===== src/sv/assert_macros.svh =====
// assertion macros used by the top level rtl file
// no dependencies
`ifndef ASSERT_MACROS_SVH
`define ASSERT_MACROS_SVH

// antecedent holds in the same cycle as the consequent
`define CSK_ASSERT_SAME(name, clk, rst, ante, cons, msg) \
   name: assert property (@(posedge clk) disable iff (rst) (ante) |-> (cons)) else $error(msg);

// consequent holds in the cycle after the antecedent
`define CSK_ASSERT_NEXT(name, clk, rst, ante, cons, msg) \
   name: assert property (@(posedge clk) disable iff (rst) (ante) |=> (cons)) else $error(msg);

`endif


===== src/sv/csk_pkg.sv =====
// types and constants of the comment and whitespace skipper
// no dependencies
package csk_pkg;

   localparam int COUNT_WIDTH = 16;
   localparam int SKIP_WIDTH  = 16;

   localparam logic [7:0] CHAR_SLASH   = 8'h2F;
   localparam logic [7:0] CHAR_STAR    = 8'h2A;
   localparam logic [7:0] CHAR_NEWLINE = 8'h0A;
   localparam logic [7:0] WS_LOW       = 8'd1;
   localparam logic [7:0] WS_HIGH      = 8'd32;

   typedef enum logic [2:0] {
      MODE_IDLE   = 3'd0,
      MODE_PLAIN  = 3'd1,
      MODE_SLASH  = 3'd2,
      MODE_LINE   = 3'd3,
      MODE_BLOCK  = 3'd4,
      MODE_BSTAR  = 3'd5,
      MODE_BSLASH = 3'd6
   } mode_type;

   typedef enum logic [1:0] {
      ST_CONTENT = 2'd0,
      ST_EOT     = 2'd1,
      ST_NESTED  = 2'd2,
      ST_UNTERM  = 2'd3
   } status_type;

   typedef struct packed {
      logic [7:0] text_byte;
      logic       begin_run;
      logic       end_of_text;
   } in_word_type;

   typedef struct packed {
      logic                  valid;
      logic [SKIP_WIDTH-1:0] count;
      status_type            status;
   } step_result_type;

endpackage


===== src/sv/comment_whitespace_skipper_top.sv =====
// top level of the comment and whitespace skipper
// depends on csk_pkg, csk_in_reg, csk_scan, csk_out_reg, assert_macros.svh
//
// channel  dir  handshake              payload
// req_     in   req_valid/req_ready    text_byte, begin_run, end_of_text
// rsp_     out  rsp_valid/rsp_ready    skipped_count, run_status
//
// one byte per cycle unless a result stalls; results pass input, then result register
// the scan step is combinational logic between the input and result registers
// synchronous reset puts the scanner idle with a zero count and empties both registers
// a stalled result holds the scan; the input register takes one more byte, then stalls
`include "assert_macros.svh"

module comment_whitespace_skipper_top
   import csk_pkg::*;
(
   input  logic                  clock,
   input  logic                  reset,
   input  logic                  req_valid,
   output logic                  req_ready,
   input  logic [7:0]            req_text_byte,
   input  logic                  req_begin_run,
   input  logic                  req_end_of_text,
   output logic                  rsp_valid,
   input  logic                  rsp_ready,
   output logic [SKIP_WIDTH-1:0] rsp_skipped_count,
   output logic [1:0]            rsp_run_status
);

   in_word_type     req_word;
   in_word_type     word;
   logic            word_valid;
   logic            take;
   step_result_type result;
   mode_type        scan_mode;

   assign req_word.text_byte   = req_text_byte;
   assign req_word.begin_run   = req_begin_run;
   assign req_word.end_of_text = req_end_of_text;

   csk_in_reg u_in_reg (
      .clock      (clock),
      .reset      (reset),
      .req_valid  (req_valid),
      .req_ready  (req_ready),
      .req_word   (req_word),
      .take       (take),
      .word_valid (word_valid),
      .word       (word)
   );

   csk_scan u_scan (
      .clock     (clock),
      .reset     (reset),
      .take      (take),
      .word      (word),
      .result    (result),
      .scan_mode (scan_mode)
   );

   csk_out_reg u_out_reg (
      .clock             (clock),
      .reset             (reset),
      .word_valid        (word_valid),
      .result            (result),
      .take              (take),
      .rsp_valid         (rsp_valid),
      .rsp_ready         (rsp_ready),
      .rsp_skipped_count (rsp_skipped_count),
      .rsp_run_status    (rsp_run_status)
   );

   `CSK_ASSERT_NEXT(a_idle_after_result, clock, reset, take && result.valid,
      scan_mode == MODE_IDLE, "scan not idle after a result")
   `CSK_ASSERT_NEXT(a_result_from_scan, clock, reset, !rsp_valid && !take,
      !rsp_valid, "result shown without a scanned word")
   `CSK_ASSERT_SAME(a_eot_status, clock, reset,
      take && result.valid && !word.end_of_text,
      result.status == ST_CONTENT || result.status == ST_NESTED,
      "end status without end of text")
   `CSK_ASSERT_SAME(a_ready_on_drain, clock, reset, rsp_ready, req_ready,
      "input stalled while results drain")

endmodule


===== src/sv/csk_in_reg.sv =====
// input register of the skipper: holds one word until the scan stage takes it
// depends on csk_pkg
module csk_in_reg
   import csk_pkg::*;
(
   input  logic        clock,
   input  logic        reset,
   input  logic        req_valid,
   output logic        req_ready,
   input  in_word_type req_word,
   input  logic        take,
   output logic        word_valid,
   output in_word_type word
);

   logic        valid_ff;
   logic        valid_in;
   in_word_type word_ff;

   assign req_ready = !valid_ff || take;
   assign valid_in  = req_ready ? req_valid : valid_ff;

   always_ff @(posedge clock) begin
      if (reset) begin
         valid_ff <= 1'b0;
      end else begin
         valid_ff <= valid_in;
      end
   end

   always_ff @(posedge clock) begin
      if (req_valid && req_ready) begin
         word_ff <= req_word;
      end
   end

   assign word_valid = valid_ff;
   assign word       = word_ff;

endmodule


===== src/sv/csk_scan.sv =====
// scan mode and run count registers with the one-byte step logic
// depends on csk_pkg
module csk_scan
   import csk_pkg::*;
(
   input  logic            clock,
   input  logic            reset,
   input  logic            take,
   input  in_word_type     word,
   output step_result_type result,
   output mode_type        scan_mode
);

   mode_type               mode_ff;
   mode_type               mode_in;
   logic [COUNT_WIDTH-1:0] count_ff;
   logic [COUNT_WIDTH-1:0] count_in;

   mode_type               m_cur;
   logic [COUNT_WIDTH-1:0] c_cur;
   logic [1:0]             add;
   logic [COUNT_WIDTH:0]   sum;
   logic                   active;
   logic                   fin;
   status_type             status;
   logic [31:0]            count_wide;

   always_comb begin
      m_cur   = word.begin_run ? MODE_PLAIN : mode_ff;
      c_cur   = word.begin_run ? '0 : count_ff;
      mode_in = m_cur;
      add     = 2'd0;
      active  = 1'b1;
      fin     = 1'b0;
      status  = ST_CONTENT;
      unique case (m_cur)
         MODE_PLAIN: begin
            if (word.text_byte == CHAR_SLASH) begin
               mode_in = MODE_SLASH;
            end else if (word.text_byte >= WS_LOW && word.text_byte <= WS_HIGH) begin
               add = 2'd1;
            end else begin
               fin = 1'b1;
            end
         end
         MODE_SLASH: begin
            if (word.text_byte == CHAR_STAR) begin
               add     = 2'd2;
               mode_in = MODE_BLOCK;
            end else if (word.text_byte == CHAR_SLASH) begin
               add     = 2'd2;
               mode_in = MODE_LINE;
            end else begin
               fin = 1'b1;
            end
         end
         MODE_LINE: begin
            add = 2'd1;
            if (word.text_byte == CHAR_NEWLINE) begin
               mode_in = MODE_PLAIN;
            end
         end
         MODE_BLOCK, MODE_BSTAR, MODE_BSLASH: begin
            add = 2'd1;
            if (m_cur == MODE_BSLASH && word.text_byte == CHAR_STAR) begin
               fin    = 1'b1;
               status = ST_NESTED;
            end else if (m_cur == MODE_BSTAR && word.text_byte == CHAR_SLASH) begin
               mode_in = MODE_PLAIN;
            end else if (word.text_byte == CHAR_STAR) begin
               mode_in = MODE_BSTAR;
            end else if (word.text_byte == CHAR_SLASH) begin
               mode_in = MODE_BSLASH;
            end else begin
               mode_in = MODE_BLOCK;
            end
         end
         default: begin
            // idle, or a code with no mode: byte is dropped
            active  = 1'b0;
            mode_in = MODE_IDLE;
         end
      endcase

      // end of text is judged on the mode after this byte
      if (active && !fin && word.end_of_text) begin
         fin = 1'b1;
         if (mode_in == MODE_BLOCK || mode_in == MODE_BSTAR || mode_in == MODE_BSLASH) begin
            status = ST_UNTERM;
         end else if (mode_in == MODE_SLASH) begin
            status = ST_CONTENT;
         end else begin
            status = ST_EOT;
         end
      end
      if (fin) begin
         mode_in = MODE_IDLE;
      end

      // saturating add, carry out means past the top
      sum      = {1'b0, c_cur} + {{(COUNT_WIDTH-1){1'b0}}, add};
      count_in = sum[COUNT_WIDTH] ? {COUNT_WIDTH{1'b1}} : sum[COUNT_WIDTH-1:0];
   end

   always_ff @(posedge clock) begin
      if (reset) begin
         mode_ff  <= MODE_IDLE;
         count_ff <= '0;
      end else if (take) begin
         mode_ff  <= mode_in;
         count_ff <= count_in;
      end
   end

   assign count_wide    = 32'(count_in);
   assign result.valid  = active && fin;
   assign result.count  = count_wide[SKIP_WIDTH-1:0];
   assign result.status = status;
   assign scan_mode     = mode_ff;

endmodule


===== src/sv/csk_out_reg.sv =====
// result register of the skipper, refilled in the cycle it drains
// depends on csk_pkg
module csk_out_reg
   import csk_pkg::*;
(
   input  logic                  clock,
   input  logic                  reset,
   input  logic                  word_valid,
   input  step_result_type       result,
   output logic                  take,
   output logic                  rsp_valid,
   input  logic                  rsp_ready,
   output logic [SKIP_WIDTH-1:0] rsp_skipped_count,
   output logic [1:0]            rsp_run_status
);

   logic                  valid_ff;
   logic                  valid_in;
   logic [SKIP_WIDTH-1:0] count_ff;
   status_type            status_ff;

   assign take = word_valid && (!valid_ff || rsp_ready);

   always_comb begin
      if (take) begin
         valid_in = result.valid;
      end else if (rsp_ready) begin
         valid_in = 1'b0;
      end else begin
         valid_in = valid_ff;
      end
   end

   always_ff @(posedge clock) begin
      if (reset) begin
         valid_ff <= 1'b0;
      end else begin
         valid_ff <= valid_in;
      end
   end

   always_ff @(posedge clock) begin
      if (take && result.valid) begin
         count_ff  <= result.count;
         status_ff <= result.status;
      end
   end

   assign rsp_valid         = valid_ff;
   assign rsp_skipped_count = count_ff;
   assign rsp_run_status    = status_ff;

endmodule


===== config.mk =====
export PLATFORM = sky130hd
export DESIGN_NAME = comment_whitespace_skipper_top
export DESIGN_NICKNAME = d
export VERILOG_FILES = /design/src/sv/csk_pkg.sv /design/src/sv/comment_whitespace_skipper_top.sv /design/src/sv/csk_in_reg.sv /design/src/sv/csk_scan.sv /design/src/sv/csk_out_reg.sv
export VERILOG_INCLUDE_DIRS = /design/src /design/src/sv
export SDC_FILE = /design/constraint.sdc
export NUM_CORES = 1
export LEC_CHECK = 0
export BUFFER_PORTS_ARGS = -buffer_cell sky130_fd_sc_hd__buf_2
export CORE_MARGIN = 5
export CORE_UTILIZATION = 50
export CTS_CLUSTER_DIAMETER = 150
export DETAILED_ROUTE_END_ITERATION = 7
export PLACE_DENSITY = 0.7
export SLEW_MARGIN = 10
export SYNTH_ARGS = -nofsm -noshare
export SYNTH_HDL_FRONTEND = slang
export SYNTH_SLANG_ARGS = --single-unit

===== constraint.sdc =====
create_clock -name clock -period 8.6 [get_ports clock]
set_clock_uncertainty 0.1 [all_clocks]
set_input_delay 2.15 -clock clock [delete_from_list [all_inputs] [get_ports clock]]
set_output_delay 2.15 -clock clock [all_outputs]
set_load 0.05 [all_outputs]

==> key figures <==
Detailed routing
  • Number of remaining DRC errors: 0
  • Post-detailed-route count of antenna-violating nets: 0
  • Number of DRC markers in iteration 0: 144
  • DR pass1 iterations: 4
  • Routed vias: 2237
  • Via/cell ratio: 5.826
  • Post-Route WL: 5638 microns
  • Avg WL per Cell: 14.68 microns

Critical path
  • Worst-path maximum fanout: 3
  • Startpoint Class: primary input
  • Worst EP arrival: 2.76 ns
  • WS Path Type: in -> out
  • Worst EP required: 6.35 ns
  • Worst setup EP type: primary output

Status
  • Status: complete, no violations

Yosys
  • Register area share after synthesis: 45.36%
  • Synthesized flop and latch total: 49
  • Area share of the largest cell type after synthesis: 30.24%
  • Synth area leaders: edfxtp_1, dfxtp_1, o21ai_0
  • Area leader, netlist: edfxtp_1
  • Synth warnings: 0
  • Synth Flop Type: edfxtp_1
  • Post-Syn Instances: 288
  • Mean area per synthesized cell: 9.653 sq um
  • Synthesized area: 0.002780 sq mm
  • Yosys cell types: 62
  • Post-synth EDFFs: 28
  • Async SR Flop Fraction: 0%
  • Most frequent cells after synthesis: edfxtp_1, nand2_1, o21ai_0, dfxtp_1, a21oi_1
  • Syn_nets: 305

STA
  • RSZ-0062 raised after global routing: false
  • Final Cycle Share: 58.22%
  • Setup TNS: 0 ns
  • Relative slew slack: 24.37%
  • Maximum clock rate: 199.7 MHz
  • Slew @ Worst Pin: 1.134 ns
  • Final Max Tran Viols: 0
  • Final Hold Fails: 0
  • Final Setup Violations: 0
  • Tmin final: 5.007 ns

Place
  • GP Congestion: 0.8622
  • Port Buffers: 33
  • Dpl hpwl: 3807 microns

Power and ir drop
  • Peak supply drop: 0.08456 mV
  • Pwr dens: 155.8 mW/mm^2
  • Total power: 0.0004728 W
  • Pleak: 1.101 nW

Clock tree
  • H-tree Lvls: 2
  • Clk_lat worst skew: 0.30 ns
  • CTS clk-pin slew, worst paths: 0.09 ns
  • CTS sink cnt: 49
  • Hold-fix buffers, CTS: 0
  • Clk root buf: clkbuf_8
  • PostCTS Resize Cnt: 0
  • Setup Buffers After CTS: 0
  • Clock Path Buffers: 2
  • CTS tree: done
  • Total CTS buffers: 5

Finish
  • Area Growth Syn to Fin: 9.136%
  • Nets@finish: 328
  • Diodes inserted: 0
  • Share of cells above drive strength 1: 18.59%

Global routing
  • Largest net degree at the start of global routing: 33
  • First-pass GRT wire length: 9577 microns
  • Vias in the first global route: 2081
  • Initial antenna violation count: 0
  • GRT Util Overall: 16.17%
  • Gr ovfl total: 0

Die
  • Die H: 84.57 microns
  • Io pins: 34
  • Placeable core region: 0.005439 sq mm
  • Die area: 0.007151 sq mm
  • Site Rows: 27
  • Starting density of the core: 51.12%
  • Die Width: 84.57 microns

Run
  • Max-cap violation count: 0

Worst hold path
  • Hold Path Class: reg -> reg
-- power by group --
| part | total, W | internal [W] | switching (W) |
|---|---|---|---|
| clock network | 0.000169 | 0.0000945 | 0.0000748 |
| registers | 0.000260 | 0.000255 | 0.00000557 |
| logic | 0.0000432 | 0.0000134 | 0.0000298 |
-- per-layer routing --
metal | share of wire [%] | up-vias | GRT usage (%) | routed length (microns)
li1 | - | 1111 | - | -
met1 | 46 | 1059 | 21.23 | 2607
met2 | 48 | 61 | 26.55 | 2680
met3 | 5.0 | 6 | 3.435 | 284
met4 | 1.2 | 0 | 5.324 | 65
met5 | 0 | - | 0 | 0
-- flip-flops by register name (all words and copies together) (netlist names) --
signal and count:
u_scan.scan_mode 3, u_scan.count_ff 16, u_out_reg.rsp_valid 1, u_out_reg.rsp_run_status 2, u_out_reg.rsp_skipped_count 16, u_in_reg.word_valid 1
u_in_reg.word 10
-- path summary, 6_finish.rpt --
kind | start | endpoint | slack (ns) | cells past startpoint
max reg2reg | u_in_reg.word[2]$_DFFE_PP_ | u_scan.count_ff[15]$_SDFFE_PP0P_ | 4.26 | 12
min reg2reg | u_scan.count_ff[5]$_SDFFE_PP0P_ | u_scan.count_ff[5]$_SDFFE_PP0P_ | 0.41 | 2
max | rsp_ready | req_ready | 3.59 | 4
min | u_scan.count_ff[5]$_SDFFE_PP0P_ | u_scan.count_ff[5]$_SDFFE_PP0P_ | 0.41 | 2
-- area by class of cell --
cell class / instances / area [sq um]
well taps: 72 / 90.09
inverters: 7 / 26.28
multi-input cells: 213 / 1356
flip-flops and latches: 49 / 1261
fillers: 499 / 2405
repair buffers: 35 / 180.2
clock inverters: 2 / 37.54
clock buffers: 6 / 82.58
-- critical path: stages --
cell     delay [ns]
buf_2          0.10
nor2b_1        0.19
nand2_1        0.10
buf_2          0.22
-- per-stage QoR --
stage	std cells	instance area [sq um]	utilization [%]	hold slack [ns]	setup WS [ns]
global placement	376	2914	53.58	0.3823	3.640
finish	384	3034	55.79	0.4145	3.593
floorplan	288	2780	-	0.3712	3.721
CTS	384	3034	55.79	0.4110	3.586
detailed placement	376	2914	53.58	0.3980	3.594
global route	384	3034	55.79	0.4384	3.535
-- cells in the final DEF (no fill, tap or decap), types with 6 or more instances in the layout --
master and count:
edfxtp_1 28, nand2b_1 6, and3_1 7, xnor2_1 11, nor2_1 15, nor3_1 14, clkbuf_8 6, nor3b_1 6
a21oi_1 20, nand2_1 28, buf_2 33, dfxtp_1 21, o21ai_0 26, inv_1 7, nor2b_1 10
-- logic make-up (layout without fill, tap and decap cells) --
logic type,count (synthesis),after routing,synth area share [%]
adders and majority gates,3,3,1.620
and+or+nand+nor,118,118,24.93
muxes,1,1,0.4050
buffers and inverters,26,50,5.851
DFF,49,49,45.36
AOI/OAI and AO/OA,79,79,18.05
xor gates and xnor gates,12,12,3.780
Note: power is estimated with default switching activity, not from simulation.
